$ cat config.mk
export PLATFORM = sky130hd
export DESIGN_NAME = fifo_cache_miss_counter_core
export DESIGN_NICKNAME = d
export VERILOG_FILES = /design/src/sv/fcmc_pkg.sv /design/src/sv/fcmc_cell.sv /design/src/sv/fifo_cache_miss_counter_core.sv
export SDC_FILE = /design/constraint.sdc
export NUM_CORES = 2
export LEC_CHECK = 0
export BUFFER_PORTS_ARGS = -buffer_cell sky130_fd_sc_hd__buf_2
export CAP_MARGIN = 10
export CORE_ASPECT_RATIO = 1.25
export CORE_MARGIN = 2
export CORE_UTILIZATION = 55
export DETAILED_ROUTE_END_ITERATION = 8
export PLACE_DENSITY = 0.75
export SYNTH_ARGS = -nofsm -noshare
export SYNTH_HDL_FRONTEND = slang
export SYNTH_SLANG_ARGS = --single-unit
$ cat constraint.sdc
create_clock -name clk -period 238 [get_ports clk]
set_input_delay 47.6 -clock clk [delete_from_list [all_inputs] [get_ports clk]]
set_output_delay 47.6 -clock clk [all_outputs]
set_load 0.005 [all_outputs]
$ cat src/sv/fcmc_pkg.sv
// ----------------------------------------------------------------------------
// fcmc_pkg
// Shared types and constants for the fifo replacement cache miss counter.
// ----------------------------------------------------------------------------
package fcmc_pkg;

  localparam int KEY_FIELD_W = 10;
  localparam int MISS_W      = 32;
  localparam int CAP_W       = 8;

  localparam int IN_TDATA_W  = ((KEY_FIELD_W + 7) / 8) * 8;
  localparam int OUT_FIELD_W = 1 + MISS_W;
  localparam int OUT_TDATA_W = ((OUT_FIELD_W + 7) / 8) * 8;

  localparam int APB_ADDR_W  = 3;
  localparam int APB_DATA_W  = 32;

  localparam logic [APB_ADDR_W-3:0] REG_CAPACITY = '0;
  localparam logic [CAP_W-1:0]      CAP_RESET    = 8'd100;

  typedef struct packed {
    logic shift;
    logic drop;
  } cell_ctl_t;

endpackage

$ cat src/sv/fcmc_cell.sv
// ----------------------------------------------------------------------------
// fcmc_cell
// One slot of the resident key chain. Holds one key with its valid bit,
// shifts toward the older end on an insert, and passes the lookup token
// to its neighbor one cell per cycle, folding in its own match.
// ----------------------------------------------------------------------------
module fcmc_cell
  import fcmc_pkg::*;
#(
  parameter int KEY_W = 10
) (
  input  logic             clk,
  input  logic             rst,
  input  cell_ctl_t        ctl,
  input  logic [KEY_W-1:0] key_in,
  input  logic             valid_in,
  output logic [KEY_W-1:0] key,
  output logic             valid,
  input  logic             q_valid_in,
  input  logic [KEY_W-1:0] q_key_in,
  input  logic             q_hit_in,
  output logic             q_valid,
  output logic [KEY_W-1:0] q_key,
  output logic             q_hit
);

  always_ff @(posedge clk) begin
    if (rst) begin
      valid   <= 1'b0;
      q_valid <= 1'b0;
    end else begin
      if (ctl.shift) begin
        valid <= valid_in & ~ctl.drop;
      end
      q_valid <= q_valid_in;
    end
  end

  always_ff @(posedge clk) begin
    if (ctl.shift) begin
      key <= key_in;
    end
    q_key <= q_key_in;
    q_hit <= q_hit_in | (valid & (key == q_key_in));
  end

endmodule

$ cat src/sv/fifo_cache_miss_counter_core.sv
// ----------------------------------------------------------------------------
// fifo_cache_miss_counter_core
// Fully associative key cache with first-in-first-out replacement and a
// saturating miss counter. Resident keys live in a chain of cells ordered
// by age, newest in cell 0.
//
//   channel   dir  handshake          payload
//   s_axis    in   tvalid/tready      tdata: key
//   m_axis    out  tvalid/tready      tdata: hit, miss_count
//   apb       in   psel/penable/...   capacity at byte address 0
//
// each item passes the reduce, search and update states in turn; the lookup
// token walks the cell chain one cell per cycle, and a key at or beyond
// KEY_SPACE stays in reduce while KEY_SPACE is subtracted from it.
// a new item is taken while a finished result still waits on m_axis.
// rst is synchronous and empties the cache, clears the count and sets
// capacity to 100.
// ----------------------------------------------------------------------------
module fifo_cache_miss_counter_core
  import fcmc_pkg::*;
#(
  parameter int KEY_SPACE    = 1024,
  parameter int MAX_CAPACITY = 128
) (
  input  logic                   clk,
  input  logic                   rst,
  input  logic                   s_axis_tvalid,
  output logic                   s_axis_tready,
  input  logic [IN_TDATA_W-1:0]  s_axis_tdata,   // key
  output logic                   m_axis_tvalid,
  input  logic                   m_axis_tready,
  output logic [OUT_TDATA_W-1:0] m_axis_tdata,   // hit, miss_count
  input  logic                   psel,
  input  logic                   penable,
  input  logic                   pwrite,
  input  logic [APB_ADDR_W-1:0]  paddr,
  input  logic [APB_DATA_W-1:0]  pwdata,
  output logic [APB_DATA_W-1:0]  prdata,
  output logic                   pready
);

  localparam int KEY_W = (KEY_SPACE > 2) ? $clog2(KEY_SPACE) : 1;
  localparam int OCC_W = $clog2(MAX_CAPACITY + 1);

  localparam logic [1:0] ST_IDLE   = 2'd0;
  localparam logic [1:0] ST_REDUCE = 2'd1;
  localparam logic [1:0] ST_SEARCH = 2'd2;
  localparam logic [1:0] ST_UPDATE = 2'd3;

  logic [1:0]             state;
  logic [1:0]             state_next;
  logic [CAP_W-1:0]       capacity;
  logic [KEY_FIELD_W-1:0] red_key;
  logic                   hit_reg;
  logic [OCC_W-1:0]       occupancy;
  logic [MISS_W-1:0]      misses;
  logic [MISS_W-1:0]      misses_next;
  logic                   out_hit;
  logic [MISS_W-1:0]      out_miss;

  logic                   cfg_write;
  logic                   too_big;
  logic                   q_start;
  logic                   out_free;
  logic                   upd_go;
  logic                   insert;
  logic                   has_room;
  logic [OCC_W-1:0]       cap_eff;
  logic [KEY_W-1:0]       search_key;

  logic [KEY_W-1:0]       st_key   [MAX_CAPACITY];
  logic                   st_valid [MAX_CAPACITY];
  logic [KEY_W-1:0]       q_key    [MAX_CAPACITY];
  logic                   q_valid  [MAX_CAPACITY];
  logic                   q_hit    [MAX_CAPACITY];
  cell_ctl_t              ctl      [MAX_CAPACITY];

  // configuration port
  assign pready    = 1'b1;
  assign cfg_write = psel & penable & pwrite & pready
                   & (paddr[APB_ADDR_W-1:2] == REG_CAPACITY);
  assign prdata    = (paddr[APB_ADDR_W-1:2] == REG_CAPACITY)
                   ? APB_DATA_W'(capacity) : '0;

  always_ff @(posedge clk) begin
    if (rst) begin
      capacity <= CAP_RESET;
    end else if (cfg_write) begin
      capacity <= pwdata[CAP_W-1:0];
    end
  end

  assign cap_eff = (32'(capacity) > 32'(MAX_CAPACITY))
                 ? OCC_W'(MAX_CAPACITY) : OCC_W'(capacity);

  // control
  assign s_axis_tready = (state == ST_IDLE);
  assign too_big       = (32'(red_key) >= 32'(KEY_SPACE));
  assign q_start       = (state == ST_REDUCE) & ~too_big;
  assign search_key    = KEY_W'(red_key);
  assign out_free      = ~m_axis_tvalid | m_axis_tready;
  assign upd_go        = (state == ST_UPDATE) & out_free;
  assign has_room      = (occupancy < cap_eff);
  assign insert        = upd_go & ~hit_reg & (has_room | (occupancy != '0));
  assign misses_next   = (misses != '1) ? misses + MISS_W'(1) : misses;

  always_comb begin
    state_next = state;
    unique case (state)
      ST_IDLE: begin
        if (s_axis_tvalid) state_next = ST_REDUCE;
      end
      ST_REDUCE: begin
        if (!too_big) state_next = ST_SEARCH;
      end
      ST_SEARCH: begin
        if (q_valid[MAX_CAPACITY-1]) state_next = ST_UPDATE;
      end
      ST_UPDATE: begin
        if (out_free) state_next = ST_IDLE;
      end
      default: state_next = ST_IDLE;
    endcase
  end

  always_ff @(posedge clk) begin
    if (rst) begin
      state         <= ST_IDLE;
      occupancy     <= '0;
      misses        <= '0;
      m_axis_tvalid <= 1'b0;
    end else begin
      state <= state_next;
      if (upd_go) begin
        m_axis_tvalid <= 1'b1;
      end else if (m_axis_tready) begin
        m_axis_tvalid <= 1'b0;
      end
      if (upd_go && !hit_reg) begin
        misses <= misses_next;
        if (has_room) begin
          occupancy <= occupancy + OCC_W'(1);
        end
      end
    end
  end

  always_ff @(posedge clk) begin
    if (s_axis_tvalid && s_axis_tready) begin
      red_key <= s_axis_tdata[KEY_FIELD_W-1:0];
    end else if (state == ST_REDUCE && too_big) begin
      red_key <= red_key - KEY_FIELD_W'(KEY_SPACE);
    end
    if (state == ST_SEARCH && q_valid[MAX_CAPACITY-1]) begin
      hit_reg <= q_hit[MAX_CAPACITY-1];
    end
    if (upd_go) begin
      out_hit  <= hit_reg;
      out_miss <= hit_reg ? misses : misses_next;
    end
  end

  assign m_axis_tdata = {{(OUT_TDATA_W - OUT_FIELD_W){1'b0}}, out_miss, out_hit};

  // cell chain
  for (genvar i = 0; i < MAX_CAPACITY; i++) begin : g_cell
    assign ctl[i].shift = insert;
    assign ctl[i].drop  = insert & ~has_room & (occupancy == OCC_W'(i));

    if (i == 0) begin : g_head
      fcmc_cell #(
        .KEY_W (KEY_W)
      ) u_cell (
        .clk        (clk),
        .rst        (rst),
        .ctl        (ctl[i]),
        .key_in     (search_key),
        .valid_in   (1'b1),
        .key        (st_key[i]),
        .valid      (st_valid[i]),
        .q_valid_in (q_start),
        .q_key_in   (search_key),
        .q_hit_in   (1'b0),
        .q_valid    (q_valid[i]),
        .q_key      (q_key[i]),
        .q_hit      (q_hit[i])
      );
    end else begin : g_body
      fcmc_cell #(
        .KEY_W (KEY_W)
      ) u_cell (
        .clk        (clk),
        .rst        (rst),
        .ctl        (ctl[i]),
        .key_in     (st_key[i-1]),
        .valid_in   (st_valid[i-1]),
        .key        (st_key[i]),
        .valid      (st_valid[i]),
        .q_valid_in (q_valid[i-1]),
        .q_key_in   (q_key[i-1]),
        .q_hit_in   (q_hit[i-1]),
        .q_valid    (q_valid[i]),
        .q_key      (q_key[i]),
        .q_hit      (q_hit[i])
      );
    end
  end

endmodule
==> results.txt <==
Die height: 467.5 um
1st-pass router iterations: 5
DR WL/cell: 19.59 um
Leak Pwr: 0.03418 uW
Starting Density: 55.21%
Hold depth: 0
Rows: 170
# DRC: 0
CTS Sinks: 3029
CP endpoint kind: output port
Met1 usage: 21.93%
CTS HTree Levels: 5
Yosys top cell area share: 42.06%
RSZ-0062 raised after global routing: false
Post-CTS Setup Inserts: 0
Slew @ Worst Pin: 1.307 ns
Die area: 0.1752 mm2
Post-synthesis instance area: 0.09453 mm2
Resized Gates After CTS: 0
Sequential-to-total area share from yosys stat: 78.16%
Global routing usage on met2: 34.09%
Top FF cell, synth: dfxtp_1
Layout fillers: 11870
Maxcap violations: 0
Final slew viol count: 0
Post-cts hold buffer count: 0
Area contributors post-synth: edfxtp_1, dfxtp_1, xnor2_1
Power Density: 10.10 mW/mm2
GRT Util Overall: 18.93%
Outcome: completed
Arrival time at the worst endpoint: 48.01 ns
Proportion of layout cells with a drive suffix above 1: 8.659%
Post-synth EDFFs: 1324
Max reg flops: 1270
Setup tns final: 0 ns
Fin crit period: 95.61 ns
Crit Path Class: in2out
Worst IR Drop VDD: 0.000009597 V
Placement Cell Area: 0.09736 mm2
Count leader, synth: dfxtp_1
Hold Crit Class: reg2reg
Int Power: 846.8 uW
Grt total ovfl: 0
Biggest register: g_cell.g_body.u_cell.key
Fmax: 10.46 MHz
Antenna Nets Post-Route: 0
DR vias/cell: 5.284
First-pass GRT wire length: 256.8 mm
Placeable Area: 0.1712 mm2
Final hold vios: 0
Routed Wire Length: 166.1 mm
Cell accounting for the most synthesized area: edfxtp_1
CTS Buffer Depth: 4
Distinct cells, synth: 64
Avg Synthesized Cell Area: 16.44 um2
Placement Setup Slack: 142.41 ns
Switching Fraction: 21.22%
Layout Utilization: 62.14%
Cell area after layout: 0.1064 mm2
Worst-path clk slew: 0.06 ns
I/O Pins: 133
Initial antenna violation count: 7
Synth async-reset ratio: 0%
Cts bufs inserted: 285
Combinational share of power: 4.3%
Largest net degree at the start of global routing: 191
IO Port Bufs: 68
Post-DP HPWL: 103.7 mm
Vias: 44790
Grt met3 use: 4.538%
Biggest regs: g_cell.g_body.u_cell.key: 1270 flops, g_cell.g_body.u_cell.q_key: 1260 flops
Crit path launch type: input port
Cell count after synthesis: 5751
Clk_lat worst skew: 0.91 ns
Switching pwr: 228.1 uW
Drt initial violations: 3275
Clock tree from TritonCTS: yes
Sequential power share: 55.2%
Setup slack after layout: 142.39 ns
Clk_skew: 0.06327 ns
Commonest cells post-synth: dfxtp_1, edfxtp_1, xnor2_1, nand4_1, nor2_1
Synth Register Bits: 3029
Max_slew headroom: 12.88%
Clock Power Share: 40.6%
Placer congestion estimate: 0.7995
WP data required: 190.40 ns
Final period utilization: 40.17%
CP Max Fanout: 10
Clk root buf: clkbuf_16
Nets@finish: 6098
Vias in the first global route: 47150
GRT Max-Usage Layer: met2
Layout area overhead: 12.56%
R2R depth: 11
Endpoints failing setup: 0
Yosys warns: 0
Die W: 374.8 um
Final hold slack: 0.3185 ns
## power groups by stage
stage                     clock (uW)  combinational [uW]  sequential [uW]
after floorplan                    0                33.8              677
after global placement             0                45.0              603
after detailed placement           0                46.1              604
after CTS                        445                46.5              593
after global routing             464                49.9              596
final                            436                45.7              593
## final cells by class
type | count | area (um2) | share of cell area [%]
Antenna cell | 5 | 12.51 | 0.01176
Inverter | 19 | 71.32 | 0.06703
Tap cell | 2236 | 2798 | 2.629
Multi-Input combinational cell | 2582 | 19950 | 18.75
Sequential cell | 3029 | 73890 | 69.44
Clock inverter | 91 | 800.8 | 0.7526
Clock buffer | 408 | 8229 | 7.734
Timing Repair Buffer | 107 | 651.9 | 0.6126
## layout by cell type, fill, tap and decap left out, drive strengths merged, types with 6 or more instances in the layout
cell type	instances
and3	11
nor2b	140
o21ai	25
nand2	46
or3	20
ha	16
o31ai	14
and2	19
nand3	98
edfxtp	1324
buf	107
clkbuf	408
inv	21
a41o	127
bufinv	13
clkinv	72
a32o	125
dfxtp	1705
a21oi	41
nor2	162
xor2	13
mux2	6
conb	32
nor3	12
or4	12
xnor2	1297
nand4	319
## worst max-delay path, stage by stage
cell,delay (ns)
buf_2,0.15
nor2b_1,0.13
buf_2,0.13
## cells by family (layout without fill, tap and decap cells)
group	after synthesis	after routing	synth area share, %
flip-flops	3029	3029	78.16
XOR/XNOR	1310	1310	12.14
AND/OR/NAND/NOR	864	864	5.115
AO/OA/AOI/OAI	350	350	3.360
buffers and inverters	170	625	0.8907
adder cells (fa/ha/maj)	16	16	0.2118
multiplexers	10	10	0.1138
other	2	37	0.007944
## per-stage QoR
stage          cells  power (uW)
5_1_grt         8473        1110
3_5_place_dp    7973       650.0
6_report        8477        1075
3_3_place_gp    7973       647.6
4_1_cts         8472        1084
2_1_floorplan   5781       710.7
## per-layer routing
layer,vias up,share of wire (%),routed length [um]
li1,21090,-,-
met1,22210,38,63700
met2,1166,52,86800
met3,328,6.4,10570
met4,2,3.0,5001
met5,-,0.0084,14
## worst paths after layout
kind,startpoint,end,slack [ns]
min reg2reg,g_cell[116].g_body.u_cell.q_key[6],g_cell[117].g_body.u_cell.q_key[6],0.32
max,paddr[2],prdata[0],142.39
max reg2reg,capacity[7],g_cell[56].g_body.u_cell.key[1],231.66
min,g_cell[116].g_body.u_cell.q_key[6],g_cell[117].g_body.u_cell.q_key[6],0.32
Power figures use the tool's default switching activity.
